`src/rtl/core/knmh_ram.sv`:
```
module knmh_ram #(
  parameter int WIDTH = 8,
  parameter int DEPTH = 64
) (
  input  logic                     clk,
  input  logic                     we,
  input  logic [$clog2(DEPTH)-1:0] waddr,
  input  logic [WIDTH-1:0]         wdata,
  input  logic [$clog2(DEPTH)-1:0] raddr,
  output logic [WIDTH-1:0]         rdata
);
  logic [WIDTH-1:0] mem [DEPTH];

  always_ff @(posedge clk) begin
    if (we) mem[waddr] <= wdata;
    rdata <= mem[raddr];
  end
endmodule

```
`config.mk`:
```
export PLATFORM = sky130hd
export DESIGN_NAME = knmh_ram
export DESIGN_NICKNAME = d
export VERILOG_FILES = /design/src/rtl/core/knmh_ram.sv
export SDC_FILE = /design/constraint.sdc
export NUM_CORES = 1
export LEC_CHECK = 0
export BUFFER_PORTS_ARGS = -buffer_cell sky130_fd_sc_hd__buf_2
export CORE_MARGIN = 3
export CORE_UTILIZATION = 51
export CTS_BUF_LIST = sky130_fd_sc_hd__clkbuf_16
export CTS_CLUSTER_DIAMETER = 150
export CTS_CLUSTER_SIZE = 25
export DETAILED_ROUTE_END_ITERATION = 8
export PLACE_DENSITY_LB_ADDON = 0.05
export REMOVE_ABC_BUFFERS = 1
export SYNTH_ARGS = -nofsm -noshare
export SYNTH_HDL_FRONTEND = slang
export SYNTH_SLANG_ARGS = --single-unit
```
`constraint.sdc`:
```
create_clock -name clk -period 3.16 [get_ports clk]
set_input_delay 0.474 -clock clk [delete_from_list [all_inputs] [get_ports clk]]
set_output_delay 0.474 -clock clk [all_outputs]
set_load 0.1 [all_outputs]
```
### Word-level counts from Yosys, hierarchy flattened

Memory sizes are Yosys's and may differ from the RTL's. A register that Yosys moved wholly into a read port is not among the register bits.
Index checks and enable logic that the tools add are counted.

* muxes and demuxes: 2

Operators with widths (number)
* 1-bit 2-to-1 mux: 2

* word-level logic and storage cells: 3
* bits in registers: 0
* memories kept: 1
* input port bits: 22
* bits in writable memories: 512

Memory list
* mem: depth 64, width 8, rd ports 1, clocked after Yosys merged registers in 1, wr ports 1, RTL line 12 `logic [WIDTH-1:0] mem [DEPTH];`

### Longest topological paths before layout

Gate-level depths: netlist of the first run.

* word-level depth: 2
* mapped depth: 9
* gate-level depth less buffers: 5

### Least setup slack after synthesis of the first run

OpenSTA, ideal clock, no wires.

* path kind: input -> register
* start: in raddr[1]
* end: reg rdata[3], read port of mem
* path slack: 1.018 ns
* setup time: 0.128 ns
* data arrival time: 2.014 ns
* path buffers: 3
* cell stages on the path: 7
* cells stage by stage: buf_4 > buf_2 > buf_2 > mux4_2 > mux4_2 > o21ai_1 > o41ai_1

RTL lines
* start, declared: RTL line 9 `input logic [$clog2(DEPTH)-1:0] raddr,`
* end, declared: RTL line 10 `output logic [WIDTH-1:0] rdata`

==> impl_results.md, run 1 <==
- Unrepaired setup endpoints after global routing: false
- Post-synth ARST share: 0
- Gr usage total: 0.227
- First-pass GRT wire length: slightly below 70000 um
- # diodes: 0
- ANT nets after route: 0
- R2R Path End: rdata[7]$_DFF_P_
- Max-slew headroom: 0.151
- Final Skew: 0.0157 ns
- Vias: just under 10000
- Chip height: approximately 200 um
- Max H-tree Level: 1
- Post-Place Setup Slack: about 0.093 ns
- Seq/Total Area, Yosys: 0.770
- Detailed Route Iter0 Violations: between 800 and 900
- Worst Hold Class: in -> reg
- Endpoint type of the worst setup path: flip-flop
- Min Tclk post-route: around 2.5 ns
- Post-synth top flop: edfxtp_1
- Final nets: 1059
- Worst-path clk slew: about 0.1 ns
- Max VDD drop: 0.374 mV
- Placer congestion estimate: 0.797
- Flop2flop setup slack: about 0.96 ns
- Cell Area, Synth: approximately 0.020 mm2
- Number of clock sinks: 520
- Root Buffer: clkbuf_16
- Pwr dens: approximately 540 mW/mm2
- Final hold violation count: 0
- # Max-Cap Violations: 0
- Final setup violation count: 0
- Drt drc: 0
- R2r worst-path depth: 4
- Commonest non-fill, non-tap cell in the layout: edfxtp_1
- Xor and xnor fraction of the mapped netlist area: 0
- Commonest non-fill, non-tap cells in the layout: edfxtp_1 (512), mux4_2 (126), buf_4 (90)
- P_leak: 6.98 nW
- I/O Pins: 30
- IO Port Bufs: 29
- CP Class: in -> reg
- Post-Route WL: about 46000 um
- Post-Synth Adder-Cell Area: 0
- Vias in the first global route: roughly 10000
- Crit path from: raddr[0]
- Rows: ~70
- Post-synth EDFFs: between 500 and 600
- Final worst slack: 0.684 ns
- CP Max Fanout: 43
- Layout cells sized above 1: 0.274
- CP required: approximately 3.6 ns
- First-pass DRT Iterations: 5
- Fmax: 404 MHz
- Non-Filler Instances: between 1500 and 2000
- Pin count of the biggest net entering global routing: 65
- Initial antenna violation count: 0
- Post-CTS Resized: 0
- Compound-cell area share of the yosys netlist: 0.0207
- Core area: roughly 0.039 mm2
- Max clock buf depth: 3
- Avg Cell Area, Syn: about 21 um2
- Die area: 0.0420 mm2
- Arrival time worst endpoint: slightly below 3 ns
- Post-synthesis mux area share: 0.159
- Hold Worst Slack: 0.377 ns
- CTS tree: yes
- Vias per inst: 6.13
- Setup crit start kind: input pin
- Cells after Synth: 940
- Post-Synth Simple-Gate Area: 0.0339
- Final Max Tran Viols: 0
- Hold_buf cts: 0
- Placed Instances: roughly 1500
- Buffer count from post-CTS setup fixing: 0
- Yosys reg bits: 520
- Largest family of logic cells by synthesized area: multiplexers
- Unique masters post-synth: 40
- Ys Warns: 0
- Die Width: about 200 um
- Final period utilization: 0.783
- R2R Path Start: mem[55][7]$_DFFE_PP_
- Status: completed
- Worst-margin pin slew: ~1.3 ns
- Setup Total Neg Slack: 0 ns
- Initial Util: 0.519
- Critical Path End: rdata[7]$_DFF_P_
- Grt ovf: 0
- Area grow syn2layout: 9.68%
- TritonCTS Buffers: 24
- Drt wl/cell: around 30 um
- Worst skew pair latency: approximately 0.56 ns
- Dpl hpwl: 30200 um
[kinds of logic after synthesis]
group / after synthesis
AO/OA/AOI/OAI: 54
buffers and inverters: 51
flip-flops: 520
multiplexers: 162
AND/OR/NAND/NOR: 153
[critical path, cell delays in order]
cell      delay, ns
clkbuf_8       0.48
buf_12         0.24
mux4_2         0.51
mux4_2         0.50
o21ai_0        0.53
nand2_1        0.10
[where the power goes]
| group | switching (W) | internal (W) |
|---|---|---|
| Clock | 0.00200 | 0.00145 |
| Combinational | 0.000549 | 0.000281 |
| Sequential | 0.0000264 | 0.00762 |
[through the flow]
step	power [W]	instance area [um2]	util
2_1_floorplan	0.00819	19900	-
3_3_place_gp	0.00863	21400	0.552
3_5_place_dp	0.00865	21400	0.552
4_1_cts	0.0120	22100	0.570
5_1_grt	0.0123	22100	0.570
6_report	0.0119	22100	0.570
[how the worst min path moves through the flow]
stage / start / cells past startpoint / end
floorplan: wdata[0] / 0 / mem[0][0]$_DFFE_PP_
global placement: mem[35][0]$_DFFE_PP_ / 4 / rdata[0]$_DFF_P_
detailed placement: mem[35][1]$_DFFE_PP_ / 4 / rdata[1]$_DFF_P_
CTS: raddr[5] / 3 / rdata[1]$_DFF_P_
global route: wdata[1] / 1 / mem[53][1]$_DFFE_PP_
finish: raddr[5] / 3 / rdata[1]$_DFF_P_
[metal layers]
layer / global-route usage / vias up / wire length [um]
met1: 0.342 / 5154 / 19900
met2: 0.366 / 331 / 22800
met4: 0.0456 / 0 / 899
li1: - / 4093 / -
met5: 0 / - / 0
met3: 0.0286 / 60 / 2880
[flip-flops by register name (all words and copies together), names as in the netlist]
register and flops:
mem 512, rdata 8
[synthesized netlist by cell type, types with 6 or more instances]
cell / count / area (um2)
o221ai_1: 8 / 70.1
clkbuf_1: 17 / 63.8
mux4_2: 126 / 2840
nand2_1: 19 / 71.3
mux2i_1: 23 / 230
nand3_1: 13 / 65.1
nor2b_1: 14 / 87.6
o22ai_1: 8 / 50.1
dfxtp_1: 8 / 160
nor2_1: 83 / 312
buf_2: 11 / 55.1
a221oi_1: 6 / 52.6
mux2_2: 13 / 146
edfxtp_1: 512 / 15400
nand2b_1: 7 / 43.8
nor3_1: 7 / 35.0
buf_4: 13 / 97.6
[cell type report]
cell class / count / area [um2]
Clock inverter: 19 / 75.1
Multi-Input combinational cell: 369 / 4320
Sequential cell: 520 / 15500
Timing Repair Buffer: 122 / 920
Fill cell: 2850 / 16700
Clock buffer: 25 / 626
Tap cell: 518 / 648
No activity file was read; power rests on OpenSTA's default activity.
==> inputs of run 2 (changes only) <==
Settings changed: ABC_AREA from default to 1.
Clock period 3.16 ns to 2 ns, I/O delays scaled along.
==> impl_results.md, run 2 <==
- Biggest regs: mem: 512 flops, rdata: 8 flops
- WL met2: 24900 um (+9.2%)
- Worst skew pair latency: 0.59 ns (+0.03 ns)
- Gr usage total: 0.244 (+0.0167)
- Worst Hold Class: in -> reg
- Routed wl met3: 3560 um (+23%)
- Max reg flops: 512 (unchanged)
- Area of the multi-input gates: 0.00495 mm2 (+15%)
- Post-synth ARST share: 0 (unchanged)
- Hold Startpoint: raddr[5]
- Unrepaired setup endpoints after global routing: false
- Share of Yosys cell area claimed by the top area cell type: 0.720 (-0.0419)
- Endpoint type of the worst setup path: output port
- P_leak: 8.53 nW (+22%)
- Pwr dens: 827 mW/mm2 (+53%)
- Die Width: 211 um (+2.8%)
- Post-Route WL: 53500 um (+15%)
- Detailed Route Iter0 Violations: 1353 (+51%)
- R2R Path End: rdata[0]$_DFF_P_
- CP Max Fanout: 1 (-98%)
- Initial antenna violation count: 5 (+5)
- Commonest non-fill, non-tap cells in the layout: nand2_1 (648), edfxtp_1 (512), nand3_1 (439)
- R2r worst-path depth: 8 (+4)
- Setup Total Neg Slack: 0 ns (unchanged)
- Seq/Total Area, Yosys: 0.728 (-0.0423)
- Drt wl/cell: 22.1 um (-25%)
- Cell Area, Synth: 0.0213 mm2 (+5.8%)
- Register area: 0.0155 mm2 (unchanged)
- Final setup violation count: 0 (unchanged)
- R2R Path Start: mem[59][0]$_DFFE_PP_
- Final period utilization: 0.919
- Core area: 0.0411 mm2 (+5.9%)
- Hold path depth: 3 (unchanged)
- Synth area leader: edfxtp_1
- Top delay family on crit path: flip-flops
- Vias per inst: 5.62 (-8.2%)
- Chip height: 211 um (+2.8%)
- Critical path's slowest cell: dfxtp_1
- Post-CTS Resized: 0 (unchanged)
- Setup crit start kind: flip-flop
- ANT nets after route: 0 (unchanged)
- Endpoint, Worst Hold: rdata[7]$_DFF_P_
- Grt ovf: 0 (unchanged)
- IO Port Bufs: 29 (unchanged)
- Hold_buf cts: 0 (unchanged)
- Met1 Wirelength: 23700 um (+19%)
- Critical Path, Cell by Cell: buf_2
- TritonCTS Buffers: 24 (unchanged)
- First-pass GRT wire length: 81600 um (+19%)
- Buffer count from post-CTS setup fixing: 0 (unchanged)
- Unique masters post-synth: 16 (-60%)
- Final Skew: 0.0259 ns (+0.0102 ns)
- Max H-tree Level: 1 (unchanged)
- Root Buffer: clkbuf_16
- Commonest non-fill, non-tap cell in the layout: nand2_1
- Arrival time worst endpoint: 1.54 ns (-1.36 ns)
- Total power draw: 0.0193 W (+62%)
- Avg Cell Area, Syn: 11.8 um2 (-45%)
- CP required: 1.70 ns (-1.89 ns)
- Crit path buf inv count: 1 (-1)
- Layout cells sized above 1: 0.0983 (-0.176)
- Ys Warns: 0 (unchanged)
- # Max-Cap Violations: 0 (unchanged)
- Rows: 74 (+2.8%)
- Status: completed
- Final hold violation count: 0 (unchanged)
- Synth area leaders: edfxtp_1 (72%), nand2_1 (11%), nand3_1 (10%), buf_6 (1.8%), nor2_1 (0.99%)
- Initial Util: 0.519 (about the same)
- Fillers: 3499 (+23%)
- Drt drc: 0 (unchanged)
- Top Metal Used: met5
- Min Tclk post-route: ~1.8 ns
- Yosys reg bits: 520 (unchanged)
- Number of clock sinks: 520 (unchanged)
- Cells after Synth: 1805 (+92%)
- Worst-path clk slew: 0.10 ns (about the same)
- Count leader, synth: nand2_1
- Pin count of the biggest net entering global routing: 65 (unchanged)
- Area grow syn2layout: 9.26%
- Slowest stage delay, CP: 0.48 ns (-0.05 ns)
- Flop2flop setup slack: 0.70 ns (-0.26 ns)
- Post-synth top flop: edfxtp_1
- CP Class: reg -> out
- Post-synth EDFFs: 512 (unchanged)
- First-pass DRT Iterations: 5 (unchanged)
- Vias in the first global route: 13000 (+30%)
- Final Max Tran Viols: 0 (unchanged)
- Placer congestion estimate: 0.846 (+6.2%)
- Final nets: 1897 (+79%)
- Most flops, register: mem
- Max VDD drop: 0.662 mV (+77%)
- Max clock buf depth: 3 (unchanged)
- Max-slew headroom: 0.463 (+0.312)
- Commonest cells post-synth: nand2_1 (648), edfxtp_1 (512), nand3_1 (439)
- Die area: 0.0443 mm2 (+5.6%)
- Vias: 13600 (+42%)
- Fmax: ~540 MHz
- Worst-margin pin slew: 0.805 ns (-0.468 ns)
- I/O Pins: 30 (unchanged)
- CTS tree: yes
- Dpl hpwl: 32100 um (+6.5%)
run 2: cell type report:
class                           count  area share
Antenna cell                        1    0.000107
Clock buffer                       25      0.0268
Clock inverter                     18     0.00306
Inverter                           12     0.00225
Multi-Input combinational cell   1160       0.212
Sequential cell                   520       0.666
Tap cell                          532      0.0285
Timing Repair Buffer              157      0.0608
run 2: routing by layer:
metal,global-route usage,up-vias
li1,-,6454
met2,0.387,435
met1,0.363,6671
met5,0,-
met3,0.0329,71
met4,0.0580,8
run 2: worst max path at each step:
stage / start / end / slack, ns / cells past startpoint
after floorplan: raddr[1] / rdata[7]$_DFF_P_ / -0.82 / 8
after global placement: waddr[3] / mem[53][0]$_DFFE_PP_ / 0.12 / 5
after detailed placement: waddr[3] / mem[53][3]$_DFFE_PP_ / 0.1 / 5
after CTS: rdata[0]$_DFF_P_ / rdata[0] / 0.17 / 1
after global routing: rdata[5]$_DFF_P_ / rdata[5] / 0.14 / 1
final: rdata[5]$_DFF_P_ / rdata[5] / 0.16 / 1
run 2: where the power goes:
part	switching, W	internal, W
logic	0.00121	0.000433
clock network	0.00326	0.00229
registers	0.0000450	0.0120
total	0.00451	0.0148
run 2: logic make-up (layout without fill, tap and decap cells):
group / after synthesis / after routing / synth area share
flip-flops: 520 / 520 / 0.728
buffers and inverters: 125 / 212 / 0.0402
AND/OR/NAND/NOR: 1160 / 1160 / 0.232
other: 0 / 1 / 0
run 2: through the flow:
step / instances / cell area (um2) / util / hold slack (ns) / setup slack [ns]
global route: 2425 / 23300 / 0.567 / 0.0675 / 0.138
detailed placement: 2381 / 22600 / 0.550 / 0.674 / 0.0981
CTS: 2424 / 23300 / 0.567 / 0.0444 / 0.169
finish: 2425 / 23300 / 0.567 / 0.0834 / 0.161
floorplan: 1692 / 20500 / - / 0.399 / -0.817
global placement: 2381 / 22600 / 0.550 / 0.681 / 0.116
