`config.mk`:
```
export PLATFORM = sky130hd
export DESIGN_NAME = knmh_dist
export DESIGN_NICKNAME = d
export VERILOG_FILES = /design/src/rtl/core/knmh_pkg.sv /design/src/rtl/core/knmh_dist.sv
export SDC_FILE = /design/constraint.sdc
export NUM_CORES = 1
export LEC_CHECK = 0
export BUFFER_PORTS_ARGS = -buffer_cell sky130_fd_sc_hd__buf_2
export CAP_MARGIN = 0
export CORE_UTILIZATION = 65
export CTS_CLUSTER_SIZE = 16
export DETAILED_ROUTE_END_ITERATION = 7
export HOLD_SLACK_MARGIN = 0.15
export PLACE_DENSITY = 0.84
export SYNTH_ARGS = -nofsm -noshare
export SYNTH_HDL_FRONTEND = slang
export SYNTH_SLANG_ARGS = --single-unit
```
`constraint.sdc`:
```
create_clock -name clk -period 16.9 [get_ports clk]
set_input_delay 1.69 -clock clk [delete_from_list [all_inputs] [get_ports clk]]
set_output_delay 1.69 -clock clk [all_outputs]
set_load 0.01 [all_outputs]
```
`src/rtl/core/knmh_pkg.sv`:
```
package knmh_pkg;
  localparam int CAPACITY_DEF = 64;
  localparam int COORD_BITS_DEF = 16;
  localparam int ID_BITS_DEF = 16;
  localparam int DIST_BITS = 33;
  localparam int KW_BITS = 7;
  localparam logic [DIST_BITS-1:0] DIST_MAX = {DIST_BITS{1'b1}};

  typedef enum logic [1:0] {
    MODE_CLEAR = 2'd0,
    MODE_OFFER = 2'd1,
    MODE_READ  = 2'd2,
    MODE_NONE  = 2'd3
  } mode_t;

  typedef enum logic [1:0] {
    REG_QX = 2'd0,
    REG_QY = 2'd1,
    REG_RAD = 2'd2,
    REG_KW = 2'd3
  } reg_t;
endpackage

```
`src/rtl/core/knmh_dist.sv`:
```
module knmh_dist
  import knmh_pkg::*;
#(
  parameter int COORD_BITS = COORD_BITS_DEF
) (
  input  logic                         clk,
  input  logic                         en,
  input  logic signed [COORD_BITS-1:0] cx,
  input  logic signed [COORD_BITS-1:0] cy,
  input  logic signed [COORD_BITS-1:0] qx,
  input  logic signed [COORD_BITS-1:0] qy,
  output logic [DIST_BITS-1:0]         dsq
);
  // two stages: difference, then square and saturating add
  localparam int DW = COORD_BITS + 1;
  localparam int SW = 2 * COORD_BITS + 1;
  logic [COORD_BITS-1:0] ax, ay;
  logic signed [DW-1:0] dx, dy;
  logic [2*COORD_BITS-1:0] px, py;
  logic [SW-1:0] sum;

  always_comb begin
    dx = DW'(cx) - DW'(qx);
    dy = DW'(cy) - DW'(qy);
  end

  always_ff @(posedge clk) begin
    if (en) begin
      ax <= dx[DW-1] ? COORD_BITS'(-dx) : dx[COORD_BITS-1:0];
      ay <= dy[DW-1] ? COORD_BITS'(-dy) : dy[COORD_BITS-1:0];
    end
  end

  always_comb begin
    px = (2*COORD_BITS)'(ax) * (2*COORD_BITS)'(ax);
    py = (2*COORD_BITS)'(ay) * (2*COORD_BITS)'(ay);
    sum = SW'(px) + SW'(py);
  end

  always_ff @(posedge clk) begin
    if (SW > DIST_BITS) begin
      if (|(sum >> DIST_BITS)) dsq <= DIST_MAX;
      else dsq <= DIST_BITS'(sum);
    end else begin
      dsq <= DIST_BITS'(sum);
    end
  end
endmodule

```
# Word level (Yosys, flattened, before mapping)
# Cells that the tools add are included.
# op_classes
mul,2
add_sub_neg,5
muxes,2
# ops
op,n
16-bit by 16-bit multiplier with 32-bit output,2
16-bit by 16-bit subtractor with 17-bit output,2
32-bit by 32-bit adder with 33-bit output,1
16-bit 2-to-1 mux,2
16-bit negator,2
# word_totals
in_bits,66
out_inout_bits,33
register_bits,65
word_cells,12

# Longest topological paths before layout
# Gate-level depths: netlist of run 1.
# logic_depth
depth_word,3
mapped_depth,28
depth_no_buf,27

# Least setup slack after synthesis of run 1
# Ideal clock, no wire load.
# synth_timing
kind,register -> register
start,register ax[4]
end,register dsq[32]
setup_slack_ns,9.955
n_path_buf,1
setup_time_ns,0.127
required_ns,16.773
synth_period_minus_slack_ns,6.945
stages_incl_launch_ff,24
arrival_time_ns,6.818
cell_sequence,edfxtp_1 -> clkbuf_1 -> nand2_1 -> fa_1 -> inv_1 -> fa_1 -> inv_1 -> fa_1 -> fa_1 -> fa_1 -> inv_1 -> fa_1 -> fa_1 -> fa_1 -> ha_1 -> a211oi_1 -> o21ai_0 -> a211oi_1 -> a21oi_1 -> a211oi_1 -> o21a_1 -> o211ai_2 -> a221oi_1 -> xnor2_1
# synth_between
elab_chain_len,2
# synth_lines
element,line,source
from (decl),knmh_dist.sv:17,"logic [COORD_BITS-1:0] ax, ay;"
from (signal assigned),knmh_dist.sv:29,ax <= dx[DW-1] ? COORD_BITS'(-dx) : dx[COORD_BITS-1:0];
16-bit by 16-bit multiplier with 32-bit output,knmh_dist.sv:35,px = (2*COORD_BITS)'(ax) * (2*COORD_BITS)'(ax);
32-bit by 32-bit adder with 33-bit output,knmh_dist.sv:37,sum = SW'(px) + SW'(py);
net sum[32],knmh_dist.sv:20,logic [SW-1:0] sum;
to (signal assigned),knmh_dist.sv:43,else dsq <= DIST_BITS'(sum);
to (signal assigned),knmh_dist.sv:45,dsq <= DIST_BITS'(sum);
to (decl),knmh_dist.sv:12,output logic [DIST_BITS-1:0] dsq
# The timed path passes the listed nets, and every way through them passes these cells.
# A chain may end at the register's enable or synchronous reset.

# Worst setup path after layout of run 1
# layout_timing
start,register ay[1]
end,register dsq[32]
# layout_between
elab_chain_len,2
# layout_lines
element,line,source
from (decl),knmh_dist.sv:17,
from (signal assigned),knmh_dist.sv:30,ay <= dy[DW-1] ? COORD_BITS'(-dy) : dy[COORD_BITS-1:0];
16-bit by 16-bit multiplier with 32-bit output,knmh_dist.sv:36,py = (2*COORD_BITS)'(ay) * (2*COORD_BITS)'(ay);
32-bit by 32-bit adder with 33-bit output,knmh_dist.sv:37,
net sum[32],knmh_dist.sv:20,
# The timed path passes the listed nets, and every way through them passes these cells.

==> flow_summary.yaml, run 1 <==
outcome:
  status: "finished, final reports clean"
timing:
  relSlewSlack: 0.396
  min_period_ns: 8.00
  final-setup-viol-count: 0
  fin_crit_sh: 0.474
  finalSetupTns_ns: 0
  finalHoldViolCount: 0
  finalMaxSlewViolations: 0
  worstMarginPinSlew_ns: 0.898
  rsz0062_at_grt: "false"
  finalClockSkew_ns: 0.0115
  fmax_ghz: 0.125
die:
  core_um2: 27900
  start_util: 0.666
  die_h_um: 171
  dieWidth_um: 171
  dieArea_um2: 29300
  ioPinCount: 99
  std_cell_rows: 61
critical_path:
  required_ns: 17.15
  timing.rr.start: "ay[1]"
  timing.critical_path.cells: "inv_1 -> nor2_1 -> inv_1 -> fa_1 -> fa_1 -> inv_1 -> fa_1 -> inv_1 -> fa_1 -> inv_1 -> fa_1 -> fa_1 -> fa_1 -> fa_1 -> ha_1 -> o21ai_0 -> o21ai_0 -> a211oi_1 -> a21oi_1 -> a211oi_1 -> o21a_1 -> o211ai_2 -> a221oi_1 -> xnor2_1"
  crit_path_frequent_cell: "fa_1"
  crit_path_top_delay_cell: "edfxtp_1"
  crit_path_start: "ay[1]"
  crit_arrival_ns: 8.25
  critical_path_class: "reg2reg"
  max_stage_delay_ns: 0.71
  cp-end-kind: "flop"
  start_kind: "flop"
  crit_path_max_fanout: 18
clock_tree:
  htreeDepth: 3
  clock_sinks: 65
  postCtsSetupBuffers: 0
  numCtsBuffers: 9
  cts.root.buffer_cell: "clkbuf_16"
  cts_hold_buf: 0
  cts-resized-gates: 0
  clock_path_buffers: 2
  clkLatencyLatePin_ns: 0.36
  cts_tree: "done"
  clkTransAtPathRegs_ns: 0.07
yosys:
  synth.mux.area_fraction: 0.00343
  synth_cell_types: 67
  synth.most_common_cell: "inv_1"
  syn-instance-count: 1955
  synth-edff-count: 32
  yosys.area_share.simple: 0.108
  synth_area_per_cell_um2: 9.52
  netlist_area_um2: 18600
  async_reset_ff_frac: 0
  yosys.area_share.adder: 0.571
  synth_ff_type: "dfxtp_1"
  netlist.area_leader.share: 0.413
  synth_warnings: 0
  ys_top_cells_by_count: "inv_1, fa_1, ha_1, nand2_1, and2_1"
  synth.area.top_cells: "fa_1, ha_1, inv_1"
  yosysSeqAreaShare: 0.0871
  synth_compound_area_frac: 0.0678
  synth_seq_cells: 65
  synth_xor_area_frac: 0.0438
  synth.largest_area_cell: "fa_1"
  syn-num-nets: 2640
  synth_top_family_by_area: "adder cells"
global_route:
  grt_pass1_vias: 14414
  grt_usage: 0.310
  grt_max_degree: 33
  grt_pass1_wl_um: 69000
  gr-total-overflow: 0
  grt_antenna_before_repair: 0
hold_path:
  hold_path.class: "reg2reg"
  holdCritStartpoint: "ax[1]"
drt:
  drtPass1Iterations: 5
  wire_per_inst_um: 17.0
  drc: 0
  antenna_left: 0
  drt_wl_total_um: 41000
  vias: 13136
  drtIter0Drc: 662
  vias_per_cell: 5.46
finish:
  nNetsFinal: 2709
  fill_cells: 2158
  final_cell_area_um2: 19700
  area_growth_pct: 5.97
  antenna_cells: 0
  multi_input_area_um2: 14800
  seq_area_um2: 1620
  drive_gt1_frac: 0.0724
run:
  cap_violations: 0
placement:
  dp_hpwl_um: 34800
  gp_congestion: 0.940
  portBuffers: 98
  dpl_cell_area_um2: 19400
[worst max-delay path, delay by kind of cell (launching register included)]
family	cells	cell delay [ns]
XOR/XNOR	1	0.11
adder cells (fa/ha/maj)	9	4.30
AO/OA/AOI/OAI	8	2.05
buffers and inverters	5	0.49
AND/OR/NAND/NOR	1	0.21
flip-flops	1	0.71
[cell type report]
type                            instances  area share
Multi-Input combinational cell       1303       0.750
Inverter                              547       0.104
Sequential cell                        65      0.0822
Timing Repair Buffer                   98      0.0249
Tap cell                              378      0.0240
Clock buffer                           12      0.0135
Clock inverter                          4     0.00165
[metrics by stage]
step | utilization | setup slack [ns] | cells | hold slack, ns
3_5_place_dp | 0.695 | 9.03 | 2391 | 0.983
5_1_grt | 0.706 | 8.52 | 2407 | 1.04
4_1_cts | 0.706 | 9.00 | 2407 | 0.993
6_report | 0.706 | 8.90 | 2407 | 0.984
2_1_floorplan | - | 9.96 | 1955 | 0.490
3_3_place_gp | 0.695 | 9.20 | 2391 | 0.976
[cell families after synthesis]
logic type | Yosys count
adder cells (fa/ha/maj) | 619
multiplexers | 6
buffers and inverters | 587
AO/OA/AOI/OAI | 182
AND/OR/NAND/NOR | 403
flip-flops | 65
XOR/XNOR | 93
[cells in the final DEF, fill, tap and decap left out, drive strengths merged, types with 5 or more instances in the layout]
cell type,Yosys,routed
inv,547,550
fa,384,384
ha,235,235
nand2,131,131
and2,129,129
buf,1,98
nor2,72,72
xnor2,71,71
a21oi,51,51
dfxtp,33,33
edfxtp,32,32
o21ai,27,27
xor2,22,22
a21o,22,22
nand3,14,14
nor2b,12,12
clkbuf,39,12
a31oi,11,11
nor3,10,10
a31o,8,8
and3,8,8
o21a,8,8
o21bai,8,8
o211ai,8,8
a211oi,7,7
o31ai,6,6
nand2b,5,5
[per-layer routing]
layer / part of all wire / up-vias / global-route usage
met5: 0 / - / 0
met4: 0.061 / 0 / 0.177
li1: - / 6024 / -
met3: 0.043 / 125 / 0.0368
met1: 0.37 / 6600 / 0.354
met2: 0.52 / 387 / 0.560
[sequential cells by signal, summed over array words and instances (netlist names)]
name  flops
ay       16
dsq      33
ax       16
[path summary, 6_finish.rpt]
path / endpoint / slack (ns) / cells past startpoint
max: dsq[32] / 8.90 / 24
min: dsq[2] / 0.98 / 2
max reg2reg: dsq[32] / 8.90 / 24
min reg2reg: dsq[2] / 0.98 / 2
Power of run 1 is not shown: default switching activity piles up to over one toggle a cycle in this logic, so the estimate is an artifact.
==> run 2: changes to the inputs <==
Clock period 16.9 ns to 8.38 ns, I/O delays scaled along.
==> run 2 against run 1 <==
  * Die area stayed put
  * Utilization is 0.26 points higher
  * Flip-flop and latch count stayed put
  * Via count is 0.39% higher
  * Sequential share of layout area hardly changed
  * Register-to-register slack worse by 8.6 ns
  * Critical path type unchanged
  * Global-route usage is 0.29 points lower
  * Wire length is 2.0% lower
  * Setup slack worse by 8.6 ns
  * Final area is 0.37% higher
  * Non-clock buffer count is 10 higher
  * Final cell count is 0.42% higher
==> flow_summary.yaml, run 2 (synthesized netlist as in run 1, its figures left out) <==
placement:
  place_inst: 2401
  portBuffers: 98
  dp_hpwl_um: 34700
  dpl_cell_area_um2: 19500
  gp_congestion: 0.953
timing:
  finalClockSkew_ns: 0.0135
  holdWs_ns: 0.846
  rsz0062_at_grt: "false"
  finalHoldViolCount: 0
  relSlewSlack: 0.450
  min_period_ns: 8.06
  fin_crit_sh: 0.962
  fmax_ghz: 0.124
  final-setup-viol-count: 0
  worstMarginPinSlew_ns: 0.825
  finalSetupTns_ns: 0
  finalMaxSlewViolations: 0
clock_tree:
  clkLatencyLatePin_ns: 0.36
  cts_hold_buf: 0
  clock_path_buffers: 2
  clkTransAtPathRegs_ns: 0.07
  cts-resized-gates: 0
  cts_tree: "done"
  htreeDepth: 3
  clock_sinks: 65
  cts.root.buffer_cell: "clkbuf_16"
  numCtsBuffers: 9
  postCtsSetupBuffers: 0
die:
  die_h_um: 171
  start_util: 0.666
  ioPinCount: 99
  std_cell_rows: 61
  core_um2: 27900
  dieArea_um2: 29300
  dieWidth_um: 171
finish:
  final_cells: 2417
  top_regs: "dsq: 33 flops, ax: 16 flops, ay: 16 flops"
  area_growth_pct: 6.36
  final_common_cell: "inv_1"
  final_cell_area_um2: 19800
  top_register: "dsq"
  drive_gt1_frac: 0.0770
  nNetsFinal: 2719
  antenna_cells: 0
  largest_register_ff_count: 33
  fill_cells: 2028
  final_cell_mix: "inv_1, fa_1, ha_1"
global_route:
  grt_antenna_before_repair: 0
  use_met2: 0.546
  use_met1: 0.357
  grt_max_degree: 33
  use_met3: 0.0416
  grt_pass1_wl_um: 68300
  grt_usage: 0.307
  grt_pass1_vias: 14531
  gr-total-overflow: 0
  busiest_layer: "met2"
drt:
  vias: 13187
  wire_per_inst_um: 16.6
  drtIter0Drc: 882
  antenna_left: 0
  drt_wl_total_um: 40200
  vias_per_cell: 5.46
  drc: 0
  drtPass1Iterations: 5
run:
  cap_violations: 0
critical_path:
  cp-end-kind: "flop"
  crit_path_max_fanout: 16
  critical_path_class: "reg2reg"
  required_ns: 8.62
  start_kind: "flop"
  crit_arrival_ns: 8.31
hold_path:
  hold_path.class: "reg2reg"
outcome:
  status: "finished, final reports clean"
-- run 2: changes by cell type in the layout (fill, tap and decap cells not counted), sizes merged --
cell	before	now
buf	98	108
clkbuf	12	10
clkinv	1	3
-- run 2: final cells by class --
cell class / instances / area, µm² / area share
clock buffer: 10 / 250 / 0.0126
clock inverter: 6 / 46.3 / 0.00234
inverter: 547 / 2050 / 0.104
multi-input combinational: 1303 / 14800 / 0.747
sequential: 65 / 1620 / 0.0819
tap: 378 / 473 / 0.0239
timing repair buffer: 108 / 566 / 0.0286
-- run 2: metrics by stage --
| stage | setup slack, ns | utilization |
|---|---|---|
| after floorplan | 1.44 | - |
| after global placement | 0.594 | 0.698 |
| after global routing | 0.116 | 0.708 |
| final | 0.318 | 0.708 |
| after detailed placement | 0.591 | 0.698 |
| after CTS | 0.523 | 0.708 |
-- run 2: metal layers --
metal,vias to the layer above,share of wire
met5,-,0
met4,0,0.058
met3,142,0.055
met2,440,0.52
met1,6539,0.36
li1,6066,-
-- run 2: final timing paths --
check,start,to,slack [ns],depth (start not counted)
min,ax[0],dsq[0],0.85,2
min reg2reg,ax[0],dsq[0],0.85,2
max reg2reg,ax[5],dsq[32],0.32,23
max,ax[5],dsq[32],0.32,23
-- run 2: critical path, cell delays in order, from the launching register on --
cell      delay (ns)
edfxtp_1        0.75
nand2_1         0.17
fa_1            0.55
inv_1           0.07
fa_1            0.51
inv_1           0.06
fa_1            0.48
fa_1            0.52
fa_1            0.51
inv_1           0.06
fa_1            0.55
fa_1            0.44
fa_1            0.45
ha_1            0.35
a211oi_1        0.27
o21ai_0         0.20
a211oi_1        0.24
a21oi_1         0.15
a211oi_1        0.53
buf_4           0.21
o21a_1          0.18
o211ai_2        0.17
a221oi_1        0.41
xnor2_1         0.11
Power of run 2 is left out for the same reason.
==> run 3: changes to the inputs <==
Settings changed: REMOVE_ABC_BUFFERS set to 1.
==> run 3 against run 2 <==
  * Via count rose by 0.93%
  * Die area did not move
  * Maximum frequency rose by 2.4%
  * Clock skew rose by 0.0029 ns
  * Global-route usage rose by 0.46 points
  * Sequential share of layout area barely moved
  * Flip-flop and latch count did not move
  * Register-to-register slack improved by 0.19 ns
  * Hold slack got worse by 0.073 ns
  * Critical path type unchanged
==> flow_summary.yaml, run 3 (synthesized netlist as in run 1, its figures left out) <==
clock_tree:
  postCtsSetupBuffers: 0
  cts-resized-gates: 0
  htreeDepth: 3
  numCtsBuffers: 9
  cts_hold_buf: 0
  clkLatencyLatePin_ns: 0.37
  clock_sinks: 65
  clkTransAtPathRegs_ns: 0.08
  cts.root.buffer_cell: "clkbuf_16"
  cts_tree: "done"
  clock_path_buffers: 2
finish:
  drive_gt1_frac: 0.0765
  final_core_util: 0.710
  nNetsFinal: 2719
  final_cell_area_um2: 19800
  area_growth_pct: 6.63
  top_register: "dsq"
  final_common_cell: "inv_1"
  top_regs: "dsq: 33 flops, ax: 16 flops, ay: 16 flops"
  final_cell_mix: "inv_1, fa_1, ha_1"
  largest_register_ff_count: 33
  antenna_cells: 0
placement:
  gp_congestion: 0.937
  dpl_cell_area_um2: 19500
  dp_hpwl_um: 35100
  portBuffers: 98
critical_path:
  crit_arrival_ns: 8.12
  cp-end-kind: "flop"
  cpLargestDelayFamily: "adder cells"
  required_ns: 8.63
  worst-path-buf-inv: 5
  start_kind: "flop"
  crit_path_top_delay_cell: "a211oi_1"
  max_stage_delay_ns: 0.66
  timing.critical_path.cells: "inv_1 -> nor2_1 -> inv_1 -> fa_1 -> fa_1 -> inv_1 -> fa_1 -> inv_1 -> fa_1 -> inv_1 -> fa_1 -> fa_1 -> fa_1 -> fa_1 -> ha_1 -> and3_1 -> and3_1 -> o311ai_2 -> a21oi_1 -> a211oi_1 -> o21a_1 -> o211ai_2 -> a221oi_1 -> xnor2_1"
  crit_path_frequent_cell: "fa_1"
  critical_path_class: "reg2reg"
  crit_path_max_fanout: 13
die:
  dieWidth_um: 171
  die_h_um: 171
  std_cell_rows: 61
  ioPinCount: 99
  dieArea_um2: 29300
  start_util: 0.666
  core_um2: 27900
global_route:
  grt_pass1_wl_um: 69800
  grt_max_degree: 33
  busiest_layer: "met2"
  grt_antenna_before_repair: 0
  grt_usage: 0.311
  gr-total-overflow: 0
  use_met2: 0.557
  use_met3: 0.0548
  use_met1: 0.353
  grt_pass1_vias: 14768
drt:
  drt_wl_total_um: 41500
  vias_per_cell: 5.51
  drc: 0
  vias: 13310
  drtIter0Drc: 939
  wire_per_inst_um: 17.2
  drtPass1Iterations: 6
  antenna_left: 0
timing:
  relSlewSlack: 0.455
  final-setup-viol-count: 0
  fin_crit_sh: 0.940
  finalMaxSlewViolations: 0
  holdWs_ns: 0.773
  finalClockSkew_ns: 0.0164
  min_period_ns: 7.88
  finalHoldViolCount: 0
  fmax_ghz: 0.127
  rsz0062_at_grt: "false"
  finalSetupTns_ns: 0
  worstMarginPinSlew_ns: 0.817
hold_path:
  hold_path.class: "reg2reg"
outcome:
  status: "finished, final reports clean"
run:
  cap_violations: 0
run 3: tightest hold or removal path, delay by kind of cell (launching register included):
| kind | cells | cell delay, ns |
|---|---|---|
| flip-flops | 1 | 0.35 |
| buffers and inverters | 1 | 0.22 |
| adder cells (fa/ha/maj) | 1 | 0.16 |
run 3: routing by layer:
layer | routed length, µm | vias up
met5 | 0 | -
met1 | 14900 | 6630
met2 | 21600 | 477
li1 | - | 6048
met4 | 2430 | 0
met3 | 2480 | 155
run 3: area by class of cell:
class,count,area (µm²)
clock buffers,14,329
repair buffers,108,566
inverters,547,2050
fillers,1997,8090
well taps,378,473
flip-flops and latches,65,1620
clock inverters,2,17.5
multi-input cells,1303,14800
run 3: worst paths after layout:
kind                                 to    from  cells after the start  slack (ns)
worst min register to register   dsq[0]   ax[0]                      2        0.77
worst max-delay path            dsq[32]  ay[10]                     24        0.50
worst min-delay path             dsq[0]   ax[0]                      2        0.77
worst max register to register  dsq[32]  ay[10]                     24        0.50
run 3: per-stage QoR:
stage	instances	worst slack (ns)
floorplan	1915	1.51
global placement	2401	0.789
detailed placement	2401	0.644
CTS	2417	0.592
global route	2417	0.186
finish	2417	0.504
Power of run 3 is left out for the same reason.
